<file path="src/rtl/rbsa_pkg.sv">
// rbsa_pkg: request and result types, opcodes and status codes of the
// ring buffer space allocator; no dependencies
package rbsa_pkg;

    localparam int CNT_W = 21;
    localparam int OFS_W = 20;

    localparam logic [1:0] OP_PROBE   = 2'd0;
    localparam logic [1:0] OP_ALLOC   = 2'd1;
    localparam logic [1:0] OP_RELEASE = 2'd2;

    localparam logic [1:0] ST_OK      = 2'd0;
    localparam logic [1:0] ST_NOSPACE = 2'd1;
    localparam logic [1:0] ST_BADFREE = 2'd2;

    typedef struct packed {
        logic [1:0]       opcode;
        logic [CNT_W-1:0] byte_count;
    } t_req;

    typedef struct packed {
        logic [1:0]       status;
        logic [OFS_W-1:0] start_offset;
        logic             ring_empty;
    } t_rsp;

endpackage

</file>
<file path="src/rtl/ring_buffer_space_allocator_top.sv">
// ring_buffer_space_allocator_top: bookkeeping for a contiguous-space byte ring
// depends on rbsa_pkg and rbsa_step
//
//   channel   signals                          moves
//   request   i_in_valid / o_in_ready / i_in   t_req transfer
//   result    o_out_valid / i_out_ready / o_out t_rsp transfer
//   config    i_cfg_wr_en / i_cfg_wr_data      ring size write, no wait
//
// one request per cycle while the result side is not stalled; a result is offered from
// the result register once its request has passed the input register and the step logic
// synchronous active-low reset restores a ring of 2^OFFSET_BITS bytes
// a stalled result holds the result register and then the input register
module ring_buffer_space_allocator_top import rbsa_pkg::*; #(
    parameter int OFFSET_BITS = 20
) (
    input  logic             i_clk,
    input  logic             i_rst_n,
    input  logic             i_cfg_wr_en,
    input  logic [CNT_W-1:0] i_cfg_wr_data,
    input  logic             i_in_valid,
    output logic             o_in_ready,
    input  t_req             i_in,
    output logic             o_out_valid,
    input  logic             i_out_ready,
    output t_rsp             o_out
);

    localparam int PW = OFFSET_BITS + 1;
    localparam int AW = ((PW > CNT_W) ? PW : CNT_W) + 1;
    localparam logic [AW-1:0] RING_MAX = AW'(1) << OFFSET_BITS;

    logic [PW-1:0] r_ring_size, r_freed_mark, r_write_pos, r_wrap_end;
    logic [AW-1:0] r_bytes_in_use;
    logic          r_in_valid, r_out_valid;
    t_req          r_in;
    t_rsp          r_out;

    logic [PW-1:0] n_freed_mark, n_write_pos, n_wrap_end;
    logic [AW-1:0] n_bytes_in_use;
    t_rsp          n_out;
    logic [AW-1:0] cfg_ext;
    logic [PW-1:0] cfg_size;
    logic          stage_go, out_free;

    assign out_free    = !r_out_valid || i_out_ready;
    assign stage_go    = r_in_valid && out_free;
    assign o_in_ready  = !r_in_valid || out_free;
    assign o_out_valid = r_out_valid;
    assign o_out       = r_out;

    always_comb begin
        cfg_ext = AW'(i_cfg_wr_data);
        if (cfg_ext < AW'(2)) begin
            cfg_size = PW'(2);
        end else if (cfg_ext > RING_MAX) begin
            cfg_size = RING_MAX[PW-1:0];
        end else begin
            cfg_size = cfg_ext[PW-1:0];
        end
    end

    rbsa_step #(
        .OFFSET_BITS(OFFSET_BITS)
    ) u_step (
        .i_req         (r_in),
        .i_ring_size   (r_ring_size),
        .i_freed_mark  (r_freed_mark),
        .i_write_pos   (r_write_pos),
        .i_wrap_end    (r_wrap_end),
        .i_bytes_in_use(r_bytes_in_use),
        .o_freed_mark  (n_freed_mark),
        .o_write_pos   (n_write_pos),
        .o_wrap_end    (n_wrap_end),
        .o_bytes_in_use(n_bytes_in_use),
        .o_rsp         (n_out)
    );

    always_ff @(posedge i_clk) begin
        if (!i_rst_n) begin
            r_ring_size    <= RING_MAX[PW-1:0];
            r_freed_mark   <= '0;
            r_write_pos    <= PW'(1);
            r_wrap_end     <= RING_MAX[PW-1:0];
            r_bytes_in_use <= '0;
            r_in_valid     <= 1'b0;
            r_out_valid    <= 1'b0;
        end else begin
            if (o_in_ready) begin
                r_in_valid <= i_in_valid;
            end
            if (out_free) begin
                r_out_valid <= r_in_valid;
            end
            if (i_cfg_wr_en) begin
                r_ring_size    <= cfg_size;
                r_freed_mark   <= '0;
                r_write_pos    <= PW'(1);
                r_wrap_end     <= cfg_size;
                r_bytes_in_use <= '0;
            end else if (stage_go) begin
                r_freed_mark   <= n_freed_mark;
                r_write_pos    <= n_write_pos;
                r_wrap_end     <= n_wrap_end;
                r_bytes_in_use <= n_bytes_in_use;
            end
        end
    end

    always_ff @(posedge i_clk) begin
        if (o_in_ready && i_in_valid) begin
            r_in <= i_in;
        end
        if (stage_go) begin
            r_out <= n_out;
        end
    end

endmodule

</file>
<file path="src/rtl/rbsa_step.sv">
// rbsa_step: fit test, allocate and release arithmetic for one request
// depends on rbsa_pkg
module rbsa_step import rbsa_pkg::*; #(
    parameter int OFFSET_BITS = 20,
    localparam int PW = OFFSET_BITS + 1,
    localparam int AW = ((PW > CNT_W) ? PW : CNT_W) + 1
) (
    input  t_req          i_req,
    input  logic [PW-1:0] i_ring_size,
    input  logic [PW-1:0] i_freed_mark,
    input  logic [PW-1:0] i_write_pos,
    input  logic [PW-1:0] i_wrap_end,
    input  logic [AW-1:0] i_bytes_in_use,
    output logic [PW-1:0] o_freed_mark,
    output logic [PW-1:0] o_write_pos,
    output logic [PW-1:0] o_wrap_end,
    output logic [AW-1:0] o_bytes_in_use,
    output t_rsp          o_rsp
);

    logic [AW-1:0] rs, fm, wp, we, cnt, stop;
    logic [AW-1:0] fit_start, fit_next, offset;
    logic [AW-1:0] rel_first, rel_end, rel_step, rel_sum;
    logic          fit, rel_ok;
    logic [1:0]    status;

    always_comb begin
        rs   = AW'(i_ring_size);
        fm   = AW'(i_freed_mark);
        wp   = AW'(i_write_pos);
        we   = AW'(i_wrap_end);
        cnt  = AW'(i_req.byte_count);
        stop = wp + cnt;

        // fit test
        fit       = 1'b0;
        fit_start = wp;
        fit_next  = wp;
        if (cnt == '0) begin
            fit = 1'b1;
        end else if (wp > fm) begin
            if (stop < rs) begin
                fit      = 1'b1;
                fit_next = stop;
            end else if (stop == rs) begin
                fit      = (fm != '0);
                fit_next = '0;
            end else begin
                fit       = (cnt < fm);
                fit_start = '0;
                fit_next  = cnt;
            end
        end else begin
            fit      = (stop < fm);
            fit_next = stop;
        end

        // release, with restart at the wrap end mark
        rel_first = fm;
        rel_end   = we;
        rel_step  = cnt;
        if ((we != '0) && (fm == we - AW'(1))) begin
            rel_first = '0;
            rel_step  = cnt - AW'(1);
            rel_end   = rs;
        end
        rel_sum = rel_first + rel_step;
        if (rel_first <= wp) begin
            rel_ok = (rel_sum < wp);
        end else begin
            rel_ok = (rel_sum < rel_end);
        end

        o_freed_mark   = i_freed_mark;
        o_write_pos    = i_write_pos;
        o_wrap_end     = i_wrap_end;
        o_bytes_in_use = i_bytes_in_use;
        status         = ST_OK;
        offset         = wp;

        case (i_req.opcode)
            OP_PROBE: begin
                if (!fit) begin
                    status = ST_NOSPACE;
                end
            end
            OP_ALLOC: begin
                if (!fit) begin
                    status = ST_NOSPACE;
                end else if (cnt != '0) begin
                    if ((fit_start == '0) && (wp != '0) && (fit_next == cnt) && (stop > rs)) begin
                        o_wrap_end = i_write_pos;
                    end
                    offset         = fit_start;
                    o_write_pos    = fit_next[PW-1:0];
                    o_bytes_in_use = i_bytes_in_use + cnt;
                end
            end
            OP_RELEASE: begin
                if (cnt != '0) begin
                    if (rel_ok) begin
                        o_freed_mark   = rel_sum[PW-1:0];
                        o_wrap_end     = rel_end[PW-1:0];
                        o_bytes_in_use = (i_bytes_in_use > cnt) ? i_bytes_in_use - cnt : '0;
                    end else begin
                        status = ST_BADFREE;
                    end
                end
            end
            default: begin
            end
        endcase

        o_rsp.status       = status;
        o_rsp.start_offset = offset[OFS_W-1:0];
        o_rsp.ring_empty   = (o_bytes_in_use == '0);
    end

endmodule

</file>
<file path="config.mk">
export PLATFORM = sky130hd
export DESIGN_NAME = ring_buffer_space_allocator_top
export DESIGN_NICKNAME = d
export VERILOG_FILES = /design/src/rtl/rbsa_pkg.sv /design/src/rtl/ring_buffer_space_allocator_top.sv /design/src/rtl/rbsa_step.sv
export SDC_FILE = /design/constraint.sdc
export NUM_CORES = 1
export LEC_CHECK = 0
export ABC_AREA = 1
export BUFFER_PORTS_ARGS = -buffer_cell sky130_fd_sc_hd__buf_2
export CORE_ASPECT_RATIO = 1.75
export CORE_MARGIN = 3
export CORE_UTILIZATION = 64
export CTS_CLUSTER_SIZE = 40
export DETAILED_ROUTE_END_ITERATION = 8
export HOLD_SLACK_MARGIN = 0.1
export PLACE_DENSITY = 0.89
export REMOVE_ABC_BUFFERS = 1
export SYNTH_ARGS = -nofsm -noshare
export SYNTH_HDL_FRONTEND = slang
export SYNTH_SLANG_ARGS = --single-unit
</file>
<file path="constraint.sdc">
create_clock -name i_clk -period 8.2 [get_ports i_clk]
set_input_delay 1.64 -clock i_clk [delete_from_list [all_inputs] [get_ports i_clk]]
set_output_delay 1.64 -clock i_clk [all_outputs]
set_load 0.01 [all_outputs]
</file>
### Word-level counts from Yosys, hierarchy flattened

Cells that the tools add are included.

* bits in read-only memories: 0
* memories: 0
* register bits after elaboration: 154
* latch bits: 0
* bits in writable memories: 0
* output and inout port bits: 25
* word-level logic and storage cells: 104

* reductions and logical operators: 25
* div/mod/pow operators: 0
* add/sub/neg operators: 6
* multiplexer cells: 39
* order comparisons: 11
* multipliers: 0
* equality and inequality tests: 10
* bitwise logic cells: 1
* shift operators: 0

Operators by type and width (number)
* $mux W21: 14
* $mux W22: 11
* $lt A22 B21 Y1: 4
* $reduce_bool A21 Y1: 4
* $mux W20: 3
* $eq A22 B21 Y1: 2
* $gt A22 B21 Y1: 2
* $logic_not A22 Y1: 2
* $pmux W22 S2: 1
* $sub A21 B1 Y22 const B: 2
* $pmux W21 S2: 1
* $add A21 B21 Y22: 1
* $add A21 B22 Y22: 1
* $add A22 B21 Y22: 1
* $eq A21 B22 Y1: 1
* $sub A22 B21 Y22: 1
* $gt A21 B21 Y1: 1
* $gt A21 B21 Y1 const B: 1
* $le A21 B21 Y1: 1
* $logic_not A21 Y1: 1
* $lt A21 B2 Y1 const B: 1
* $lt A21 B21 Y1: 1
* $ne A3 B2 Y1 const B: 5
* $reduce_and A4 Y1: 2
* other kinds (14): 28

### Logic depth before layout (Yosys ltp)

* depth after elaboration: 16
* gate-level depth with buffers: 53
* depth with buffers taken out: 51

### By module

From an unflattened synthesis, not the netlist that was laid out.

* cell total of the unflattened synthesis: 2861
* area total of the unflattened synthesis: 18104.9 sq um

Modules (own cells, without submodules)
* rbsa_step: times used 1, cells each 2272, area each 12708.4 sq um
* ring_buffer_space_allocator_top: times used 1, cells each 589, area each 5396.4 sq um

### Worst setup path after synthesis

No wires, ideal clock.

* kind: flip-flop to flip-flop
* from: register r_wrap_end[0]
* to: register r_out, in the netlist o_out[0] (data pin)
* buffers on the path: 4
* stages on the path, launching flop included: 50
* arrival time: 5798 ps
* period minus slack after synthesis: 6050 ps
* setup slack: 2150 ps
* cells stage by stage: dfxtp_1 inv_2 ha_1 nand2_4 nor2_4 nand2_4 o21bai_2 nand2_1 nor2_2 nand3_2 nor2_2 nand2_4 buf_6 inv_4 buf_4 clkbuf_1 nor2_1 fa_1 [... 14 more ...] a21o_1 a21oi_1 o21ai_0 nand3_1 nand2_1 a21oi_1 nand4_1 nand2_4 nand2_4 buf_4 nand2_1 nand3_1 nand3_1 nand2_1 nand2_1 inv_1 nand3_1 nor2_1

RTL lines
* start, declared: RTL line ring_buffer_space_allocator_top.sv:32 `logic [PW-1:0] r_ring_size, r_freed_mark, r_write_pos, r_wrap_end;`
* start signal, assigned: RTL line ring_buffer_space_allocator_top.sv:83 `r_wrap_end <= RING_MAX[PW-1:0];`
* start signal, assigned: RTL line ring_buffer_space_allocator_top.sv:98 `r_wrap_end <= cfg_size;`
* start signal, assigned: RTL line ring_buffer_space_allocator_top.sv:103 `r_wrap_end <= n_wrap_end;`
* end signal, assigned: RTL line ring_buffer_space_allocator_top.sv:114 `r_out <= n_out;`
* end, declared: RTL line ring_buffer_space_allocator_top.sv:36 `t_rsp r_out;`

==> summary.txt <==
Run status
  – Status: complete, no violations

Final layout
  – Share of cells above drive strength 1: 0.0841
  – FILL cells: 2195
  – Commonest non-fill, non-tap cell in the layout: nand2_1
  – Most frequent cells in the layout: nand2_1 (468), inv_1 (318), a21oi_1 (236)
  – Non-filler instance count after layout: 2801
  – Final #Nets: between 2000 and 3000
  – Area growth syn-to-layout: 7.47%
  – N_diodes: 0

Drt
  – Initial DRT Pass Iterations: 7
  – Initial drt markers: 2034
  – Post-DRT Antenna Nets: 0
  – Routed length per instance: 22.7 um
  – Drt total wl: between 60000 and 70000 um
  – # DRC: 0
  – Via/cell ratio: 6.55
  – Vias: 18400

Clock tree
  – TritonCTS clock tree: yes
  – Clk_lat worst skew: between 0.4 and 0.5 ns
  – Clk sinks: between 150 and 200
  – CTS buffer count: 17
  – Clk pin slew, worst setup/hold paths: 0.07 ns
  – # hold bufs at CTS: 0
  – CTS root buf: clkbuf_16
  – CTS max path bufs: 2
  – H-tree depth: 4

Yosys
  – Ys flop type: dfxtp_1
  – Top cells by area, synth: ha_1 (17%), dfxtp_1 (13%), nand2_1 (11%), edfxtp_1 (8.4%), inv_1 (7.3%)
  – Share of the synthesized area in the top cell type: 0.174
  – Unique masters post-synth: 63
  – Ys Warns: 0
  – Area share of fa/ha/maj cells after synthesis: 0.179
  – Fraction of registers with async set/reset: 0
  – Dominant cell type by area after synthesis: ha_1
  – Mux cell area share after synthesis: 0
  – Mapped Cells: 2431
  – Syn Area/Cell: between 6 and 7 um2
  – #FFs+latches synth: 154
  – Complex-gate fraction of the synthesized area: 0.202
  – Mapped Area: 16400 um2
  – XOR/XNOR Fraction of Synth Area: 0.0467
  – Register area share after synthesis: 0.215
  – Main combinational cell family by area after synthesis: simple AND/OR/NAND/NOR gates
  – Number of synthesized flops with an enable pin: 46
  – Simple-gate share of the synthesized area: 0.256

Die
  – Chip width: 127 um
  – Ports: 74
  – Die Ht: 218 um
  – Initial Utilization: 0.652
  – Total die area: about 28000 um2
  – Row count: 77
  – Core Area: 25200 um2

Setup path
  – CP Data Required Time: 8.44 ns
  – Crit path kind: flip-flop to flip-flop
  – Most frequent CP cell: nand2_1
  – Reg2reg path depth: 42
  – Largest stage delay, worst path: 0.63 ns
  – Worst Setup End Kind: flip-flop
  – Crit Path Max Fanout: 19
  – Worst path arrival time: 8.01 ns
  – CP max-delay cell: edfxtp_1
  – Crit path launch type: flip-flop

Timing
  – Slew Limit Fails: 0
  – RSZ-0062 raised after global routing: false
  – WHS: 0.513 ns
  – Rel. slew slack: 0.222
  – Final Hold Vio Count: 0
  – Max Freq: 0.129 GHz
  – Final setup skew: around 0.013 ns
  – Final period demand of the worst path: 7.78 ns
  – Worst-margin pin slew: about 1.2 ns
  – Final Cycle Share: 0.949
  – Setup Viol. Count Final: 0
  – Fin Setup TNS: 0 ns

Placement
  – PortBufs: 73
  – Dpl hpwl: 49300 um
  – Final GP Congestion: 1.05
  – Placed cell count: 2769

Global route
  – First-pass GRT wire length: 96500 um
  – Initial antenna violation count: 0
  – Vias in the first global route: 18000
  – Largest net degree at the start of global routing: 67
  – Gr usage total: 0.455
  – Grt total ovfl: 0

Pwr
  – VDD IR-drop max: 0.000162 V
  – Leak: 8.66 nW
  – PD cells: 154 nW/um2
  – Design Power: between 2 and 3 mW

Min path
  – Worst hold path type: flip-flop to flip-flop
  – WHS Path Cells: 2

Flow run
  – Max_cap viols: 0
[per-layer routing]
metal,share of wire,global-route usage
met1,0.32,0.444
met2,0.48,0.779
met3,0.083,0.0941
met4,0.12,0.440
met5,0,0
[flip-flops by register name, indices dropped and copies added, names as in the netlist]
name,cells
r_in,23
r_write_pos,21
r_ring_size,21
o_out_valid,1
r_in_valid,1
r_wrap_end,21
o_out,23
r_bytes_in_use,22
r_freed_mark,21
[logic make-up (layout without fill, tap and decap cells)]
kind of cell,after synthesis,in the layout
adder cells (fa/ha/maj),233,233
AO/OA/AOI/OAI,593,593
flip-flops,154,154
AND/OR/NAND/NOR,954,954
buffers and inverters,411,465
XOR/XNOR,86,86
[what timing repair did]
item	CTS	global route
hold endpoints to repair	0	0
setup endpoints to repair	0	65
resized for setup	0	6
setup buffers	0	0
[path summary, 6_finish.rpt]
| path | slack, ns | start | end |
|---|---|---|---|
| min | 0.51 | r_ring_size[17]$_SDFFE_PN0P_ | r_ring_size[17]$_SDFFE_PN0P_ |
| min reg2reg | 0.51 | r_ring_size[17]$_SDFFE_PN0P_ | r_ring_size[17]$_SDFFE_PN0P_ |
| max reg2reg | 0.42 | r_in[0]$_DFFE_PP_ | o_out[0]$_DFFE_PP_ |
| max | 0.42 | r_in[0]$_DFFE_PP_ | o_out[0]$_DFFE_PP_ |
[power breakdown]
group          switching [mW]  internal, mW  total [mW]
Clock                   0.353         0.489       0.842
Sequential             0.0495         0.820       0.869
Combinational           0.689         0.317        1.01
[synth_stat cells, types with 34 or more instances]
cell type    n
nand2_1    469
inv_1      318
a21oi_1    236
ha_1       229
o21ai_0    197
nor2_1     191
nand3_1    137
dfxtp_1    108
xor2_1      64
clkbuf_1    52
edfxtp_1    46
nand4_1     44
o211ai_1    34
[per-stage QoR]
step / worst slack, ns / cell area [um2] / utilization
detailed placement: 0.404 / 17000 / 0.675
floorplan: 1.57 / 16100 / -
global placement: 0.597 / 17000 / 0.675
CTS: 0.316 / 17700 / 0.700
finish: 0.422 / 17700 / 0.700
global route: 0.0215 / 17700 / 0.700
[worst max-delay path: cells and delay by family (launching register included)]
| kind | cells | cell delay, ns |
|---|---|---|
| AND/OR/NAND/NOR | 20 | 2.31 |
| adder cells (fa/ha/maj) | 3 | 0.83 |
| buffers and inverters | 6 | 0.82 |
| flip-flops | 1 | 0.63 |
| AO/OA/AOI/OAI | 13 | 2.93 |
[cell type report]
type	count	area, um2	share of cell area
sequential	154	3540	0.200
clock inverter	9	78.8	0.00446
tap	316	395	0.0224
timing repair buffer	100	568	0.0321
inverter	333	1260	0.0712
clock buffer	23	533	0.0302
multi-input combinational	1866	11300	0.639
Power figures use the tool's default switching activity.
